--- config.mk ---
export PLATFORM = sky130hd
export DESIGN_NAME = rule30_pixel_blend_recomposer_unit
export DESIGN_NICKNAME = d
export VERILOG_FILES = /design/src/rpb_pkg.sv /design/src/rpb_recompose.sv /design/src/rule30_pixel_blend_recomposer_unit.sv
export SDC_FILE = /design/constraint.sdc
export NUM_CORES = 1
export LEC_CHECK = 0
export BUFFER_PORTS_ARGS = -buffer_cell sky130_fd_sc_hd__buf_2
export CAP_MARGIN = 20
export CORE_ASPECT_RATIO = 1.4
export CORE_MARGIN = 1.5
export CORE_UTILIZATION = 60
export CTS_BUF_LIST = sky130_fd_sc_hd__clkbuf_2 sky130_fd_sc_hd__clkbuf_4 sky130_fd_sc_hd__clkbuf_8
export DETAILED_ROUTE_END_ITERATION = 7
export PLACE_DENSITY = 0.77
export RECOVER_POWER = 100
export SYNTH_ARGS = -nofsm -noshare
export SYNTH_HDL_FRONTEND = slang
export SYNTH_SLANG_ARGS = --single-unit
--- constraint.sdc ---
create_clock -name clock -period 18.83 [get_ports clock]
set_input_delay 3.766 -clock clock [delete_from_list [all_inputs] [get_ports clock]]
set_output_delay 3.766 -clock clock [all_outputs]
set_load 0.03 [all_outputs]
--- src/rpb_pkg.sv ---
// shared types and constants for the rule-30 pixel blend recomposer
// no dependencies; imported by rpb_recompose and the top level
`default_nettype none

package rpb_pkg;

   // one input item: a raster pixel with its row markers
   typedef struct packed {
      logic [7:0] target_pixel;
      logic [7:0] draw_pixel;
      logic       row_start;
      logic       row_end;
      logic       copy_row;
   } req_type;

   // one result item
   typedef struct packed {
      logic [7:0] new_pixel;
      logic       last_of_row;
   } rsp_type;

   // neighborhood handed to the recompose logic
   typedef struct packed {
      logic [7:0] left_final;
      logic [7:0] left_target;
      logic [7:0] centre_draw;
      logic [7:0] centre_target;
      logic [7:0] right_target;
      logic [7:0] right_draw;
   } nbhd_type;

   // row fill state
   typedef enum logic [1:0] {
      HELD_NONE,
      HELD_ONE,
      HELD_TWO
   } held_type;

   // configuration register indexes
   localparam logic CSR_OVERLAY_RATIO = 1'b0;
   localparam logic CSR_BIT_THRESHOLD = 1'b1;

endpackage

`default_nettype wire

--- src/rpb_recompose.sv ---
// rule-30 recompose of one centre pixel from its three-pixel neighborhood
// depends on rpb_pkg (nbhd_type)
`default_nettype none

module rpb_recompose
   import rpb_pkg::*;
(
   input  wire logic [8:0] overlay_ratio,
   input  wire logic [7:0] bit_threshold,
   input  wire nbhd_type   nbhd,
   output logic      [7:0] new_value
);

   localparam logic [2:0] PAT_BLEND_LO = 3'd1;
   localparam logic [2:0] PAT_BLEND_HI = 3'd4;
   localparam logic [2:0] PAT_KEEP     = 3'd7;

   logic [8:0]  ratio;
   logic [7:0]  blend_l;
   logic [7:0]  blend_c;
   logic [7:0]  blend_r;
   logic [2:0]  pat;
   logic [16:0] scaled;

   function automatic logic [7:0] blend8(input logic [7:0] t, input logic [7:0] d,
                                         input logic [8:0] r);
      logic [16:0] wt;
      logic [16:0] wd;
      logic [16:0] s;
      wt = 17'(t) * 17'(9'd256 - r);
      wd = 17'(d) * 17'(r);
      s  = wt + wd;
      return s[15:8];
   endfunction

   // any ratio with bit 8 set means 1.0
   assign ratio = overlay_ratio[8] ? 9'd256 : overlay_ratio;

   always_comb begin
      blend_l = blend8(nbhd.left_target, nbhd.left_final, ratio);
      blend_c = blend8(nbhd.centre_target, nbhd.centre_draw, ratio);
      blend_r = blend8(nbhd.right_target, nbhd.right_draw, ratio);
      pat     = {blend_l >= bit_threshold, blend_c >= bit_threshold,
                 blend_r >= bit_threshold};
      scaled  = 17'(nbhd.centre_target) * 17'(ratio);
      case (pat) inside
         [PAT_BLEND_LO:PAT_BLEND_HI]: new_value = blend_c;
         PAT_KEEP:                    new_value = nbhd.centre_draw;
         default:                     new_value = scaled[15:8];
      endcase
   end

endmodule

`default_nettype wire

--- src/rule30_pixel_blend_recomposer_unit.sv ---
// rule-30 pixel blend recomposer, one pixel item accepted per cycle
// latency: a pixel's result is written to a 4-entry result queue at the edge that
// accepts its right neighbor (or the pixel itself when it ends the row) and is
// presented the next cycle when the queue is empty; row ends add a second result that cycle
// throughput: 1 item/cycle; req_stall rises while the queue holds more than 2 items
// reset: synchronous active-high; clears row state and queue, ratio 256, threshold 64
`default_nettype none

module rule30_pixel_blend_recomposer_unit
   import rpb_pkg::*;
(
   input  wire logic       clock,
   input  wire logic       reset,
   input  wire logic       req_valid,
   output logic            req_stall,
   input  wire req_type    req_data,
   output logic            rsp_valid,
   input  wire logic       rsp_stall,
   output rsp_type         rsp_data,
   input  wire logic       csr_valid,
   output logic            csr_ready,
   input  wire logic       csr_index,
   input  wire logic [8:0] csr_data
);

   localparam int unsigned QDEPTH = 4;

   logic [8:0] ratio_ff;
   logic [7:0] thresh_ff;

   held_type   held_ff, held_in, held_mid;
   logic [7:0] left_final_ff, left_final_in;
   logic [7:0] left_target_ff, left_target_in;
   logic [7:0] centre_draw_ff, centre_target_ff;

   nbhd_type   nbhd;
   logic [7:0] recomp_value;
   logic [7:0] mid_value;
   logic       accept, close_old, mid_emit;
   rsp_type    slot0, slot1;
   logic [1:0] push_n;
   logic       pop;

   rsp_type    queue_ff [QDEPTH];
   logic [1:0] wr_ptr_ff, rd_ptr_ff;
   logic [2:0] cnt_ff, cnt_in;

   // configuration
   assign csr_ready = 1'b1;

   always_ff @(posedge clock) begin
      if (reset) begin
         ratio_ff  <= 9'd256;
         thresh_ff <= 8'd64;
      end else if (csr_valid && csr_ready) begin
         unique case (csr_index)
            CSR_OVERLAY_RATIO: ratio_ff  <= csr_data;
            CSR_BIT_THRESHOLD: thresh_ff <= csr_data[7:0];
            default: ;
         endcase
      end
   end

   assign accept = req_valid && !req_stall;

   assign nbhd = '{left_final:    left_final_ff,
                   left_target:   left_target_ff,
                   centre_draw:   centre_draw_ff,
                   centre_target: centre_target_ff,
                   right_target:  req_data.target_pixel,
                   right_draw:    req_data.draw_pixel};

   rpb_recompose u_recompose (
      .overlay_ratio (ratio_ff),
      .bit_threshold (thresh_ff),
      .nbhd          (nbhd),
      .new_value     (recomp_value)
   );

   // next row state
   always_comb begin
      close_old = req_data.row_start && (held_ff != HELD_NONE);
      held_mid  = close_old ? HELD_NONE : held_ff;
      if (req_data.row_end) begin
         held_in = HELD_NONE;
      end else if (held_mid == HELD_NONE) begin
         held_in = HELD_ONE;
      end else begin
         held_in = HELD_TWO;
      end
   end

   // result items of this pixel, in order
   always_comb begin
      mid_emit  = (held_mid != HELD_NONE);
      mid_value = (held_mid == HELD_TWO && !req_data.copy_row) ? recomp_value
                                                               : centre_draw_ff;
      left_final_in  = mid_emit ? mid_value : left_final_ff;
      left_target_in = mid_emit ? centre_target_ff : left_target_ff;
      slot1 = '{new_pixel: req_data.draw_pixel, last_of_row: 1'b1};
      if (close_old) begin
         slot0  = '{new_pixel: centre_draw_ff, last_of_row: 1'b1};
         push_n = req_data.row_end ? 2'd2 : 2'd1;
      end else if (mid_emit) begin
         slot0  = '{new_pixel: mid_value, last_of_row: 1'b0};
         push_n = req_data.row_end ? 2'd2 : 2'd1;
      end else begin
         slot0  = slot1;
         push_n = req_data.row_end ? 2'd1 : 2'd0;
      end
   end

   always_ff @(posedge clock) begin
      if (reset) begin
         held_ff <= HELD_NONE;
      end else if (accept) begin
         held_ff <= held_in;
      end
   end

   always_ff @(posedge clock) begin
      if (reset) begin
         left_final_ff    <= 8'd0;
         left_target_ff   <= 8'd0;
         centre_draw_ff   <= 8'd0;
         centre_target_ff <= 8'd0;
      end else if (accept) begin
         left_final_ff    <= left_final_in;
         left_target_ff   <= left_target_in;
         centre_draw_ff   <= req_data.draw_pixel;
         centre_target_ff <= req_data.target_pixel;
      end
   end

   // result queue, up to two writes and one read per cycle
   assign pop       = rsp_valid && !rsp_stall;
   assign req_stall = (cnt_ff > 3'(QDEPTH - 2));
   assign rsp_valid = (cnt_ff != 3'd0);
   assign rsp_data  = queue_ff[rd_ptr_ff];

   always_comb begin
      cnt_in = cnt_ff + (accept ? 3'(push_n) : 3'd0) - (pop ? 3'd1 : 3'd0);
   end

   always_ff @(posedge clock) begin
      if (accept && push_n != 2'd0) begin
         queue_ff[wr_ptr_ff] <= slot0;
      end
      if (accept && push_n == 2'd2) begin
         queue_ff[wr_ptr_ff + 2'd1] <= slot1;
      end
   end

   always_ff @(posedge clock) begin
      if (reset) begin
         wr_ptr_ff <= 2'd0;
         rd_ptr_ff <= 2'd0;
         cnt_ff    <= 3'd0;
      end else begin
         if (accept) begin
            wr_ptr_ff <= wr_ptr_ff + push_n;
         end
         if (pop) begin
            rd_ptr_ff <= rd_ptr_ff + 2'd1;
         end
         cnt_ff <= cnt_in;
      end
   end

`ifndef SYNTHESIS
   a_queue_bound: assert property (@(posedge clock) disable iff (reset)
      cnt_ff <= 3'(QDEPTH))
      else $error("result queue overflow");

   a_row_closed: assert property (@(posedge clock) disable iff (reset)
      accept && req_data.row_end |=> held_ff == HELD_NONE)
      else $error("row still open after row end");

   a_row_open: assert property (@(posedge clock) disable iff (reset)
      accept && !req_data.row_end |=> held_ff != HELD_NONE)
      else $error("row not open after pixel");

   a_count_step: assert property (@(posedge clock) disable iff (reset)
      !accept |=> cnt_ff <= $past(cnt_ff))
      else $error("queue grew without an accepted item");
`endif

endmodule

`default_nettype wire

==> impl_results.md <==
- Worst Path Arrival: 12.02 ns
- # resized after CTS: 0
- Crit-path max cell delay: 0.84 ns
- Hold Path End: thresh_ff[2]
- Clock Power Share: 10.0%
- Relative slew slack: -85.7%
- Die area: 0.0376 mm^2
- First DRT Iteration DRCs: 1,122
- Status: complete, but fails checks
- Layout Nets: 3,106
- Routability Congestion: 0.938
- Post-route ant nets: 0
- Diode count: 0
- Final setup violation count: 0
- Clock Tree Buf Depth: 2
- Worst Clk Skew: 0.0166 ns
- Final Core Density: 63.4%
- Global-route wire length before repair: 90,900 um
- Placed cell areas: 0.0226 mm^2
- Reg-to-reg startpoint: ratio_ff[8]
- Peak supply drop: 0.150 mV
- Final Max Slew Viols: 61
- Final setup margin: 7.07 ns
- Die height: 229 um
- Internal: 0.776 mW
- Htree depth: 3
- Total CTS buffers: 9
- Worst EP required: 19.09 ns
- CP Class: input pin to flop
- Maxcap violations: 1
- CP max FO: 11
- Post-synthesis cell count: 2,461
- Post-Place Setup Slack: 7.25 ns
- Startpoint Class: input pin
- Skew-Pair Late Insertion Delay: 0.40 ns
- Core Region: 0.0359 mm^2
- Net load switching power: 0.836 mW
- Initial antenna violation count: 0
- CTS clk-pin slew, worst paths: 0.10 ns
- Warnings from Yosys: 0
- Max frequency: 0.0850 GHz
- DP HPWL: 43,100 um
- Synthesized flop and latch total: 96
- Die width: 164 um
- Leak Pwr: 11.4 nW
- Rows: 82
- Tcrit/Tclk final: 62.5%
- DRC viols: 0
- WP buf/inv: 2
- PwrDens: 70.8 mW/mm^2
- CTS tree: yes
- Slew @ Worst Pin: 2.78 ns
- Worst hold path type: flop to flop
- Worst flop-to-flop path endpoint: queue_ff[2][2]
- Setup crit end kind: flop
- Fin Setup TNS: 0 ns
- Levels on crit path: 26
- Root Buffer: clkbuf_8
- Min-delay src: thresh_ff[2]
- Most used flip-flop cell after synthesis: dfxtp_1
- Boundary pin count: 46
- Layout cells sized above 1: 4.51%
- # hold bufs at CTS: 0
- Final hold vios: 0
- Hold depth: 2
- RSZ-0062 raised after global routing: false
- Total wire length: 55,400 um
- Reg-to-reg slack, setup: 7.92 ns
- Mapped Avg Cell Area: 8.89 um^2
- Critical path's slowest cell: o41ai_1
- Largest net degree at the start of global routing: 61
- Initial core utilization: 60.9%
- Number of flops mapped to enable cells by yosys: 32
- Vias per cell: 5.65
- Hold Slack: 0.462 ns
- Cell family with most CP delay: adder cells
- Sw frac: 51.9%
- CTS Sinks: 96
- First-pass DRT Iterations: 8
- Sequential element share of the synthesized area: 10.2%
- WL per Instance: 18.9 um
- Final instance area: 0.0228 mm^2
- Tmin final: 11.76 ns
- Most used cell along the critical path: fa_1
- Violated checks: max-capacitance violations, max-slew violations
- Number of global-route vias before repair: 18.2k
- GRT Util Overall: 31.4%
- DR vias: 16.5k
- Postcts setup bufs: 0
- Reg power frac: 17.2%
- Async set-reset flop share out of synthesis: 0%
- Combinational share of power: 72.8%
- Worst reg2reg path depth: 34
- Cell variety after synth: 78
- Syn Std Cell Area: 0.0219 mm^2
- Port bufs: 44
- Total gr overflow: 0
- Area growth from synthesis to layout: 4.05%
-- worst max path at each step --
| stage | start | end |
|---|---|---|
| after floorplan | req_data[12] | queue_ff[2][2] |
| after global placement | req_data[5] | queue_ff[2][2] |
| after detailed placement | req_data[12] | queue_ff[2][2] |
| after CTS | req_data[12] | queue_ff[2][2] |
| after global routing | req_data[12] | queue_ff[2][2] |
| final | req_data[12] | queue_ff[2][2] |
-- metrics by stage --
step,total power [mW],instances
after floorplan,1.19,2505
after global placement,1.41,2908
after detailed placement,1.45,2908
after CTS,1.62,2924
after global routing,1.75,2924
final,1.61,2924
-- state kept, by name, indices dropped and copies added, names as in the netlist, named ones only --
signal and flops:
thresh_ff 8, queue_ff 36, left_final_ff 8, rd_ptr_ff 2, centre_target_ff 8, wr_ptr_ff 2, ratio_ff 9, cnt_ff 3
held_ff 2, centre_draw_ff 8, left_target_ff 8
-- worst register-to-register path: cells and delay by family (launching register included) --
family                   cells  cell delay [ns]
AO/OA/AOI/OAI               10             3.63
XOR/XNOR                     2             0.39
adder cells (fa/ha/maj)      9             3.99
buffers and inverters        7             1.62
flip-flops                   1             0.32
AND/OR/NAND/NOR              6             0.80
-- kinds of logic after synthesis --
family / count (synthesis) / share of synthesized area [%]
AOI/OAI and AO/OA: 224 / 7.30
buffers and inverters: 680 / 11.8
xor gates and xnor gates: 78 / 3.16
muxes: 9 / 0.926
adders and majority gates: 615 / 49.1
other: 2 / 0.0343
and+or+nand+nor: 757 / 17.5
DFF: 96 / 10.2
-- Yosys cell counts (4+ instances only) --
cell | instances | area share (%)
o21a_1 | 9 | 0.31
o21ai_0 | 28 | 0.64
nor2_1 | 56 | 0.96
inv_1 | 553 | 9.5
nand2b_1 | 9 | 0.26
or3_1 | 6 | 0.17
buf_1 | 10 | 0.17
dfxtp_1 | 64 | 5.9
buf_4 | 4 | 0.14
ha_1 | 208 | 12
a21o_1 | 15 | 0.51
xor2_1 | 20 | 0.80
a211oi_1 | 8 | 0.27
nor3_1 | 18 | 0.41
o21bai_1 | 4 | 0.14
xnor2_1 | 57 | 2.3
clkbuf_1 | 108 | 1.9
mux4_2 | 9 | 0.93
fa_1 | 407 | 37
and2_1 | 296 | 8.5
nor2b_1 | 15 | 0.43
o31a_1 | 4 | 0.16
and3_1 | 9 | 0.26
edfxtp_1 | 32 | 4.4
or2_2 | 4 | 0.11
a31oi_1 | 8 | 0.23
a21oi_1 | 74 | 1.7
nand3_1 | 19 | 0.43
nand2_1 | 305 | 5.2
o22ai_1 | 6 | 0.17
nor4_1 | 4 | 0.11
a22o_1 | 28 | 1.1
buf_2 | 4 | 0.091
-- area by class of cell --
cell class | count | area (um^2)
Clock buffer | 10 | 131
Clock inverter | 6 | 97.6
Timing Repair Buffer | 67 | 369
Sequential cell | 96 | 2240
Tap cell | 462 | 578
Fill cell | 3045 | 13100
Inverter | 554 | 2080
Multi-Input combinational cell | 1729 | 17300
-- power groups by stage --
stage	Sequential, mW	Clock, mW	Combinational [mW]
after floorplan	0.248	0	0.938
after global placement	0.280	0	1.13
after detailed placement	0.281	0	1.17
after CTS	0.277	0.163	1.18
after global routing	0.282	0.171	1.30
final	0.277	0.162	1.17
-- per-layer routing --
layer	vias to the layer above	GRT usage (%)	wire (um)	part of all wire, %
li1	7359	-	-	-
met1	8392	36.5	20200	36
met2	561	56.4	28700	52
met3	197	3.32	3050	5.5
met4	0	16.4	3380	6.1
met5	-	0	0	0
-- cells in the final DEF, fill, tap and decap left out, types with 9 or more instances in the layout --
cell type	instances
a21o_1	15
a21oi_1	74
a22o_1	28
and2_1	295
and3_1	9
buf_2	31
buf_4	21
clkbuf_1	15
clkbuf_8	9
conb_1	46
dfxtp_1	63
edfxtp_1	32
fa_1	407
ha_1	208
inv_1	553
mux4_2	9
nand2_1	305
nand2b_1	9
nand3_1	19
nor2_1	56
nor3_1	18
o21a_1	9
o21ai_0	28
xnor2_1	54
xor2_1	18
Note: power is estimated with default switching activity, not from simulation.
